**src/sv/tmps_pkg.sv**
```systemverilog
// ----------------------------------------------------------------------------
// tmps_pkg: shared types and constants for the triangle path sum core
// Field widths, sum limits and the per-element class flags.
// ----------------------------------------------------------------------------
package tmps_pkg;

	localparam int VALUE_W = 32;
	localparam int SUM_W   = 38;
	localparam int CFG_W   = 7;

	localparam logic signed [SUM_W-1:0] SUM_MAX = {1'b0, {(SUM_W-1){1'b1}}};
	localparam logic signed [SUM_W-1:0] SUM_MIN = {1'b1, {(SUM_W-1){1'b0}}};

	// class of one element, set by the front from its row and column
	typedef struct packed {
		logic first_row;
		logic first_col;
		logic last_col;
		logic last_row;
	} flags_t;

endpackage

```
**src/sv/tmps_ram.sv**
```systemverilog
// ----------------------------------------------------------------------------
// tmps_ram: generic single-write, single-read RAM
// One write port, one read port with registered read data (read-first).
// ----------------------------------------------------------------------------
module tmps_ram #(
	parameter int WIDTH = 38,
	parameter int DEPTH = 64
) (
	input  logic                     clk,
	input  logic                     we,
	input  logic [$clog2(DEPTH)-1:0] waddr,
	input  logic [WIDTH-1:0]         wdata,
	input  logic                     re,
	input  logic [$clog2(DEPTH)-1:0] raddr,
	output logic [WIDTH-1:0]         rdata
);

	logic [WIDTH-1:0] mem_q [DEPTH];

	always_ff @(posedge clk) begin
		if (we) begin
			mem_q[waddr] <= wdata;
		end
		if (re) begin
			rdata <= mem_q[raddr];
		end
	end

endmodule

```
**src/sv/tmps_front.sv**
```systemverilog
// ----------------------------------------------------------------------------
// tmps_front: element tracker
// Hold the row count, track row and column of the next element and classify
// each accepted element for the back end.
// ----------------------------------------------------------------------------
module tmps_front #(
	parameter int MAX_ROWS = 64
) (
	input  logic                              clk,
	input  logic                              arst_n,
	input  logic                              cfg_wr_en,
	input  logic [tmps_pkg::CFG_W-1:0]        cfg_wr_data,
	input  logic                              accept,
	output logic [$clog2(MAX_ROWS)-1:0]       slot,
	output tmps_pkg::flags_t                  flags
);

	localparam int CW = $clog2(MAX_ROWS + 1);
	localparam int XW = (CW > tmps_pkg::CFG_W) ? CW : tmps_pkg::CFG_W;

	logic [tmps_pkg::CFG_W-1:0] row_count_q;
	logic [CW-1:0]              row_q;
	logic [CW-1:0]              col_q;
	logic [CW-1:0]              eff_rows;
	logic [XW-1:0]              rc_wide;

	always_comb begin
		rc_wide = XW'(row_count_q);
		if (row_count_q == '0) begin
			eff_rows = CW'(1);
		end else if (rc_wide > XW'(MAX_ROWS)) begin
			eff_rows = CW'(MAX_ROWS);
		end else begin
			eff_rows = rc_wide[CW-1:0];
		end
	end

	assign flags.first_row = (row_q == CW'(1));
	assign flags.first_col = (col_q == CW'(1));
	assign flags.last_col  = (col_q >= row_q);
	assign flags.last_row  = (row_q >= eff_rows);
	assign slot            = $clog2(MAX_ROWS)'(col_q - CW'(1));

	always_ff @(posedge clk or negedge arst_n) begin
		if (!arst_n) begin
			row_count_q <= tmps_pkg::CFG_W'(1);
			row_q       <= CW'(1);
			col_q       <= CW'(1);
		end else begin
			if (cfg_wr_en) begin
				row_count_q <= cfg_wr_data;
			end
			if (accept) begin
				if (flags.last_col) begin
					// restart after the last row, else open the next row
					row_q <= flags.last_row ? CW'(1) : row_q + CW'(1);
					col_q <= CW'(1);
				end else begin
					col_q <= col_q + CW'(1);
				end
			end
		end
	end

endmodule

```
**src/sv/tmps_fifo.sv**
```systemverilog
// ----------------------------------------------------------------------------
// tmps_fifo: small word queue
// Decouple the front tracker from the back accumulator.
// ----------------------------------------------------------------------------
module tmps_fifo #(
	parameter int WIDTH = 40,
	parameter int DEPTH = 4
) (
	input  logic             clk,
	input  logic             arst_n,
	input  logic             push,
	input  logic [WIDTH-1:0] push_data,
	input  logic             pop,
	output logic [WIDTH-1:0] head,
	output logic             full,
	output logic             not_empty
);

	localparam int PW = (DEPTH > 1) ? $clog2(DEPTH) : 1;
	localparam int NW = $clog2(DEPTH + 1);

	logic [WIDTH-1:0] slot_q [DEPTH];
	logic [PW-1:0]    wptr_q;
	logic [PW-1:0]    rptr_q;
	logic [NW-1:0]    count_q;

	assign full      = (count_q == NW'(DEPTH));
	assign not_empty = (count_q != '0);
	assign head      = slot_q[rptr_q];

	always_ff @(posedge clk) begin
		if (push) begin
			slot_q[wptr_q] <= push_data;
		end
	end

	always_ff @(posedge clk or negedge arst_n) begin
		if (!arst_n) begin
			wptr_q  <= '0;
			rptr_q  <= '0;
			count_q <= '0;
		end else begin
			if (push) begin
				wptr_q <= (wptr_q == PW'(DEPTH - 1)) ? '0 : wptr_q + PW'(1);
			end
			if (pop) begin
				rptr_q <= (rptr_q == PW'(DEPTH - 1)) ? '0 : rptr_q + PW'(1);
			end
			unique case ({push, pop})
				2'b10:   count_q <= count_q + NW'(1);
				2'b01:   count_q <= count_q - NW'(1);
				default: count_q <= count_q;
			endcase
		end
	end

endmodule

```
**src/sv/tmps_back.sv**
```systemverilog
// ----------------------------------------------------------------------------
// tmps_back: path sum accumulator
// Read the parent sum, add the element, write back in place, track the best
// sum of the last row and hold the result word.
// ----------------------------------------------------------------------------
module tmps_back #(
	parameter int MAX_ROWS = 64
) (
	input  logic                                clk,
	input  logic                                arst_n,
	input  logic                                q_valid,
	input  logic signed [tmps_pkg::VALUE_W-1:0] q_value,
	input  logic [$clog2(MAX_ROWS)-1:0]         q_slot,
	input  tmps_pkg::flags_t                    q_flags,
	output logic                                q_pop,
	output logic                                out_valid,
	input  logic                                out_ready,
	output logic signed [tmps_pkg::SUM_W-1:0]   max_sum
);

	localparam int SW = $clog2(MAX_ROWS);
	localparam int SUM_W = tmps_pkg::SUM_W;
	localparam int VALUE_W = tmps_pkg::VALUE_W;

	logic                        valid_s1;
	logic signed [VALUE_W-1:0]   value_s1;
	logic [SW-1:0]               slot_s1;
	tmps_pkg::flags_t            flags_s1;
	logic                        fwd_s1;
	logic signed [SUM_W-1:0]     fwd_sum_s1;
	logic signed [SUM_W-1:0]     rdata;
	logic signed [SUM_W-1:0]     held_left_q;
	logic signed [SUM_W-1:0]     best_q;
	logic signed [SUM_W-1:0]     old;
	logic signed [SUM_W-1:0]     base;
	logic signed [SUM_W:0]       sum_wide;
	logic signed [SUM_W-1:0]     sum;
	logic signed [SUM_W-1:0]     best_upd;
	logic                        emit;
	logic                        advance;
	logic                        wr_en;

	assign emit    = valid_s1 && flags_s1.last_col && flags_s1.last_row;
	assign advance = !(emit && out_valid && !out_ready);
	assign q_pop   = advance && q_valid;
	assign wr_en   = advance && valid_s1;

	tmps_ram #(
		.WIDTH(SUM_W),
		.DEPTH(MAX_ROWS)
	) u_row_sums (
		.clk  (clk),
		.we   (wr_en),
		.waddr(slot_s1),
		.wdata(sum),
		.re   (advance),
		.raddr(q_slot),
		.rdata(rdata)
	);

	// take the sum being written on the read edge when the slots match
	assign old = fwd_s1 ? fwd_sum_s1 : rdata;

	always_comb begin
		priority if (flags_s1.first_row) begin
			base = '0;
		end else if (flags_s1.first_col) begin
			base = old;
		end else if (flags_s1.last_col) begin
			base = held_left_q;
		end else begin
			base = (held_left_q > old) ? held_left_q : old;
		end
		sum_wide = {base[SUM_W-1], base} +
			{{(SUM_W + 1 - VALUE_W){value_s1[VALUE_W-1]}}, value_s1};
		if (sum_wide[SUM_W] != sum_wide[SUM_W-1]) begin
			sum = sum_wide[SUM_W] ? tmps_pkg::SUM_MIN : tmps_pkg::SUM_MAX;
		end else begin
			sum = sum_wide[SUM_W-1:0];
		end
		if (flags_s1.last_row && (flags_s1.first_col || sum > best_q)) begin
			best_upd = sum;
		end else begin
			best_upd = best_q;
		end
	end

	always_ff @(posedge clk) begin
		if (advance) begin
			value_s1   <= q_value;
			slot_s1    <= q_slot;
			flags_s1   <= q_flags;
			fwd_s1     <= wr_en && (slot_s1 == q_slot);
			fwd_sum_s1 <= sum;
		end
		if (wr_en && emit) begin
			max_sum <= best_upd;
		end
	end

	always_ff @(posedge clk or negedge arst_n) begin
		if (!arst_n) begin
			valid_s1    <= 1'b0;
			held_left_q <= '0;
			best_q      <= '0;
			out_valid   <= 1'b0;
		end else begin
			if (advance) begin
				valid_s1 <= q_valid;
			end
			if (wr_en) begin
				held_left_q <= emit ? '0 : old;
				best_q      <= emit ? '0 : best_upd;
			end
			if (wr_en && emit) begin
				out_valid <= 1'b1;
			end else if (out_ready) begin
				out_valid <= 1'b0;
			end
		end
	end

endmodule

```
**src/sv/triangle_max_path_sum_core.sv**
```systemverilog
// ----------------------------------------------------------------------------
// triangle_max_path_sum_core: streaming triangle maximum path sum
// Elements arrive in row-major order; the core keeps a row of best top-down
// sums and gives the largest full path sum after the last element.
// ----------------------------------------------------------------------------
//
//  port group   dir  handshake              word
//  -----------  ---  ---------------------  ------------------------------
//  input        in   in_valid / in_ready    value, signed 32 bits
//  result       out  out_valid / out_ready  max_sum, signed 38 bits
//  config       in   cfg_wr_en              row_count, 7 bits, reset 1
//
//  One element per cycle sustained unless a result word is stalled. A result
//  word is registered when the last element of a triangle has passed the queue
//  and stage s1. The rate is set by the single read-modify-write of the row
//  sum RAM. A result word not yet taken stalls the accumulator only; the front
//  keeps taking words until the four-entry queue fills. Reset is asynchronous.
//
module triangle_max_path_sum_core #(
	parameter int MAX_ROWS = 64
) (
	input  logic                                clk,
	input  logic                                arst_n,
	input  logic                                in_valid,
	output logic                                in_ready,
	input  logic signed [tmps_pkg::VALUE_W-1:0] value,
	output logic                                out_valid,
	input  logic                                out_ready,
	output logic signed [tmps_pkg::SUM_W-1:0]   max_sum,
	input  logic                                cfg_wr_en,
	input  logic [tmps_pkg::CFG_W-1:0]          row_count
);

	localparam int SW = $clog2(MAX_ROWS);
	localparam int FW = $bits(tmps_pkg::flags_t);
	localparam int EW = tmps_pkg::VALUE_W + SW + FW;

	logic                       accept;
	logic                       q_full;
	logic                       q_valid;
	logic                       q_pop;
	logic [SW-1:0]              f_slot;
	tmps_pkg::flags_t           f_flags;
	logic [EW-1:0]              q_head;

	assign in_ready = !q_full;
	assign accept   = in_valid && !q_full;

	// classify each word as it is taken
	tmps_front #(
		.MAX_ROWS(MAX_ROWS)
	) u_front (
		.clk        (clk),
		.arst_n     (arst_n),
		.cfg_wr_en  (cfg_wr_en),
		.cfg_wr_data(row_count),
		.accept     (accept),
		.slot       (f_slot),
		.flags      (f_flags)
	);

	// hold classified words between front and back
	tmps_fifo #(
		.WIDTH(EW),
		.DEPTH(4)
	) u_queue (
		.clk      (clk),
		.arst_n   (arst_n),
		.push     (accept),
		.push_data({value, f_slot, f_flags}),
		.pop      (q_pop),
		.head     (q_head),
		.full     (q_full),
		.not_empty(q_valid)
	);

	// accumulate path sums and deliver the result word
	tmps_back #(
		.MAX_ROWS(MAX_ROWS)
	) u_back (
		.clk      (clk),
		.arst_n   (arst_n),
		.q_valid  (q_valid),
		.q_value  (q_head[EW-1 -: tmps_pkg::VALUE_W]),
		.q_slot   (q_head[FW +: SW]),
		.q_flags  (q_head[FW-1:0]),
		.q_pop    (q_pop),
		.out_valid(out_valid),
		.out_ready(out_ready),
		.max_sum  (max_sum)
	);

endmodule

```
**config.mk**
```make
export PLATFORM = sky130hd
export DESIGN_NAME = triangle_max_path_sum_core
export DESIGN_NICKNAME = d
export VERILOG_FILES = /design/src/sv/tmps_pkg.sv /design/src/sv/tmps_ram.sv /design/src/sv/tmps_front.sv /design/src/sv/tmps_fifo.sv /design/src/sv/tmps_back.sv /design/src/sv/triangle_max_path_sum_core.sv
export SDC_FILE = /design/constraint.sdc
export NUM_CORES = 2
export LEC_CHECK = 0
export ABC_AREA = 1
export BUFFER_PORTS_ARGS = -buffer_cell sky130_fd_sc_hd__buf_2
export CAP_MARGIN = 20
export CORE_ASPECT_RATIO = 1.2
export CORE_MARGIN = 5
export CORE_UTILIZATION = 29
export DETAILED_ROUTE_END_ITERATION = 10
export MAX_ROUTING_LAYER = met4
export PLACE_DENSITY = 0.49
export SLEW_MARGIN = 20
export SYNTH_ARGS = -nofsm -noshare
export SYNTH_HDL_FRONTEND = slang
export SYNTH_SLANG_ARGS = --single-unit
```
**constraint.sdc**
```tcl
create_clock -name clk -period 9.58 [get_ports clk]
set_input_delay 2.874 -clock clk [delete_from_list [all_inputs] [get_ports clk]]
set_output_delay 2.874 -clock clk [all_outputs]
set_load 0.02 [all_outputs]
```
==> results.py <==
metrics = {
    "outcome": {
        "status": "complete, no violations",
    },
    "routing": {
        "totalWireLength_um": 379300,
        "firstDrtPassIters": 6,
        "via_count": 77300,
        "avgViaCountPerCell": 5.028,
        "post_drt_wl_per_cell_um": 24.67,
        "drc": 0,
        "drt-initial-drc-count": 7175,
        "drtAntennaViolNets": 0,
    },
    "logic_synthesis": {
        "synthMuxAreaShare_pct": 0.1543,
        "yosysWarnings": 0,
        "synth-simple-area-share_pct": 10.74,
        "synth.distinct_cells": 49,
        "synth_commonest_cells": "2757 x edfxtp_1, 1206 x nand2_1, 937 x o21ai_0",
        "synthAdderAreaFrac_pct": 1.504,
        "yosysMostFrequentCell": "edfxtp_1",
        "synth_edf_count": 2757,
        "synth_async_sr_flop_share_pct": 3.702,
        "ys_seq_area_share_pct": 71.21,
        "synth.top_cell.area_share_pct": 69.00,
        "synth_flop_cell": "edfxtp_1",
        "synth_top_family_by_area": "compound AO/OA/AOI/OAI gates",
        "synth.area.top_cells": "edfxtp_1 69%, o211ai_1 5.4%, o21ai_0 3.9%",
        "synth-compound-area-share_pct": 11.87,
        "synthXorXnorAreaFrac_pct": 0.09489,
        "synthesis.nets": 9851,
        "synth_area_um2": 120000,
        "syn_area_per_cell_um2": 12.42,
        "synthCells": 9664,
        "yosys.area.top_type": "edfxtp_1",
        "ys_ff_latch": 2863,
    },
    "setup_path": {
        "crit_top_cell": "nand2_1",
        "cp_top_family": "simple AND/OR/NAND/NOR gates",
        "worstPathMaxFanout": 62,
        "critical_path_class": "reg -> reg",
        "worst_path_largest_cell_delay_ns": 0.59,
        "worst-path-buf-inv": 7,
        "endpoint_kind": "register",
        "cpMaxStageDelayCell": "ha_1",
        "cp.required_ns": 10.20,
        "critPathLaunchType": "register",
        "cp.arrival_ns": 9.32,
    },
    "floorplan": {
        "start_util_pct": 29.13,
        "die_width_um": 597.2,
        "ios": 84,
        "core_um2": 411900,
        "die_h_um": 714.6,
        "row_count": 258,
        "die_area_um2": 426800,
    },
    "sta": {
        "fin_tns_setup_ns": 0,
        "slew_viol_final": 0,
        "max_slew_margin_pct": 21.63,
        "finClkSkew_ns": 0.06586,
        "timing.fmax_mhz": 114.9,
        "rsz0062_at_grt": "false",
        "hold_viol": 0,
        "min_period_over_period_pct": 90.84,
        "setup_viol": 0,
        "worstMarginPinSlew_ns": 1.176,
        "min_period_ns": 8.702,
    },
    "clock_network": {
        "clkTransAtPathRegs_ns": 0.07,
        "clk_latency_ns": 0.89,
        "clk_path_buf_depth": 4,
        "h-tree-depth": 5,
        "cts_made_buffers": 297,
        "ctsHoldBuffers": 0,
        "cts-root-buf": "clkbuf_16",
        "cts_setup_buffers": 0,
        "cts_tree": "done",
        "cts_resized": 0,
        "cts.sinks": 2863,
    },
    "global_route": {
        "grt_max_degree": 175,
        "grt_overflow_total": 0,
        "grt_pass1_vias": 75210,
        "track_usage_pct": 17.68,
        "grt_pass1_wl_um": 544700,
        "antenna_found_initial": 32,
    },
    "final_layout": {
        "syn2layout_area_growth_pct": 13.77,
        "nNetsFinal": 9838,
        "layout-drive-gt1-share_pct": 10.52,
    },
    "placement": {
        "gp_congestion": 0.8817,
        "portBuffers": 83,
        "dp_hpwl_um": 214500,
    },
    "min_path": {
        "hold_class": "reg -> reg",
    },
    "flow_run": {
        "drv_cap": 0,
    },
}
==> worst paths after layout <==
check / endpoint / cells after the start / from / slack (ns)
max: u_back.max_sum[28] / 50 / u_back.fwd_s1 / 0.88
min: u_back.best_q[19] / 2 / u_back.best_q[19] / 0.48
max reg2reg: u_back.max_sum[28] / 50 / u_back.fwd_s1 / 0.88
min reg2reg: u_back.best_q[19] / 2 / u_back.best_q[19] / 0.48
max in group asynchronous: u_back.best_q[19] / 3 / arst_n / 5.95
min in group asynchronous: u_front.row_q[3] / 1 / arst_n / 1.93
==> placed cells by master (no fill, tap or decap), types with 56 or more instances in the layout <==
| master | n |
|---|---|
| nor2_1 | 861 |
| or2_1 | 56 |
| a21oi_1 | 78 |
| nor2_4 | 70 |
| o22ai_1 | 301 |
| buf_2 | 82 |
| dfrtp_1 | 102 |
| inv_1 | 624 |
| clkbuf_1 | 70 |
| ha_1 | 141 |
| edfxtp_1 | 2757 |
| clkbuf_16 | 310 |
| o21ai_0 | 937 |
| o211ai_1 | 863 |
| buf_4 | 188 |
| nand3_1 | 520 |
| o21ai_1 | 127 |
| clkinv_1 | 63 |
| or2_2 | 197 |
| nand2_1 | 1203 |
==> worst register-to-register path, delay by kind of cell (launching register included) <==
family / cells / cell delay [ns]
AO/OA/AOI/OAI: 1 / 0.23
adder cells (fa/ha/maj): 5 / 1.92
buffers and inverters: 7 / 1.39
flip-flops: 1 / 0.38
AND/OR/NAND/NOR: 37 / 4.53
==> cells by family (layout without fill, tap and decap cells) <==
kind of cell    count (synthesis)  after routing
simple gates                 3015           3015
flops                        2863           2863
compound gates               2327           2327
buf+inv                      1285           1508
fa+ha+maj                     143            143
mux                            18             18
xor+xnor                       13             13
other cells                     0             26
==> area by class of cell <==
| cell class | count | area [um^2] |
|---|---|---|
| Antenna cell | 26 | 65.06 |
| Clock buffer | 380 | 8020 |
| Clock inverter | 155 | 1413 |
| Fill cell | 40580 | 275400 |
| Inverter | 678 | 2582 |
| Multi-Input combinational cell | 5516 | 29820 |
| Sequential cell | 2863 | 85450 |
| Tap cell | 5460 | 6832 |
| Timing Repair Buffer | 295 | 2330 |
==> per-layer routing <==
layer	vias up	track usage [%]	share of wire, %
li1	35210	-	-
met1	39360	22.60	43
met2	2231	29.67	49
met3	508	1.856	5.0
met4	0	5.436	3.3
met5	-	-	0
==> state kept, by name, summed over array words and instances, names as in the netlist, 2 cells and up <==
register,flops
u_back.u_row_sums.mem_q,2432
u_queue.slot_q,168
u_back.best_q,38
u_back.fwd_sum_s1,38
u_back.held_left_q,38
u_back.max_sum,38
u_back.u_row_sums.rdata,38
u_back.value_s1,32
u_front.col_q,7
u_front.rc_wide,7
u_front.row_q,7
u_back.slot_s1,6
u_back.flags_s1,4
u_queue.count_q,3
u_queue.rptr_q,2
u_queue.wptr_q,2
==> through the flow <==
stage	cell area, um^2	util [%]	worst slack (ns)	hold slack, ns	instances
floorplan	120000	-	1.713	0.4491	9664
global placement	127000	30.82	0.7974	0.4653	14810
detailed placement	127000	30.83	0.9152	0.4648	14810
CTS	136400	33.12	0.8661	0.4822	15350
global route	136500	33.13	0.01476	0.4971	15360
finish	136500	33.14	0.8776	0.4806	15370
Power is left out: the tool's default activity adds up to more than one toggle a clock period on the data nets, which glitch-free logic cannot reach.
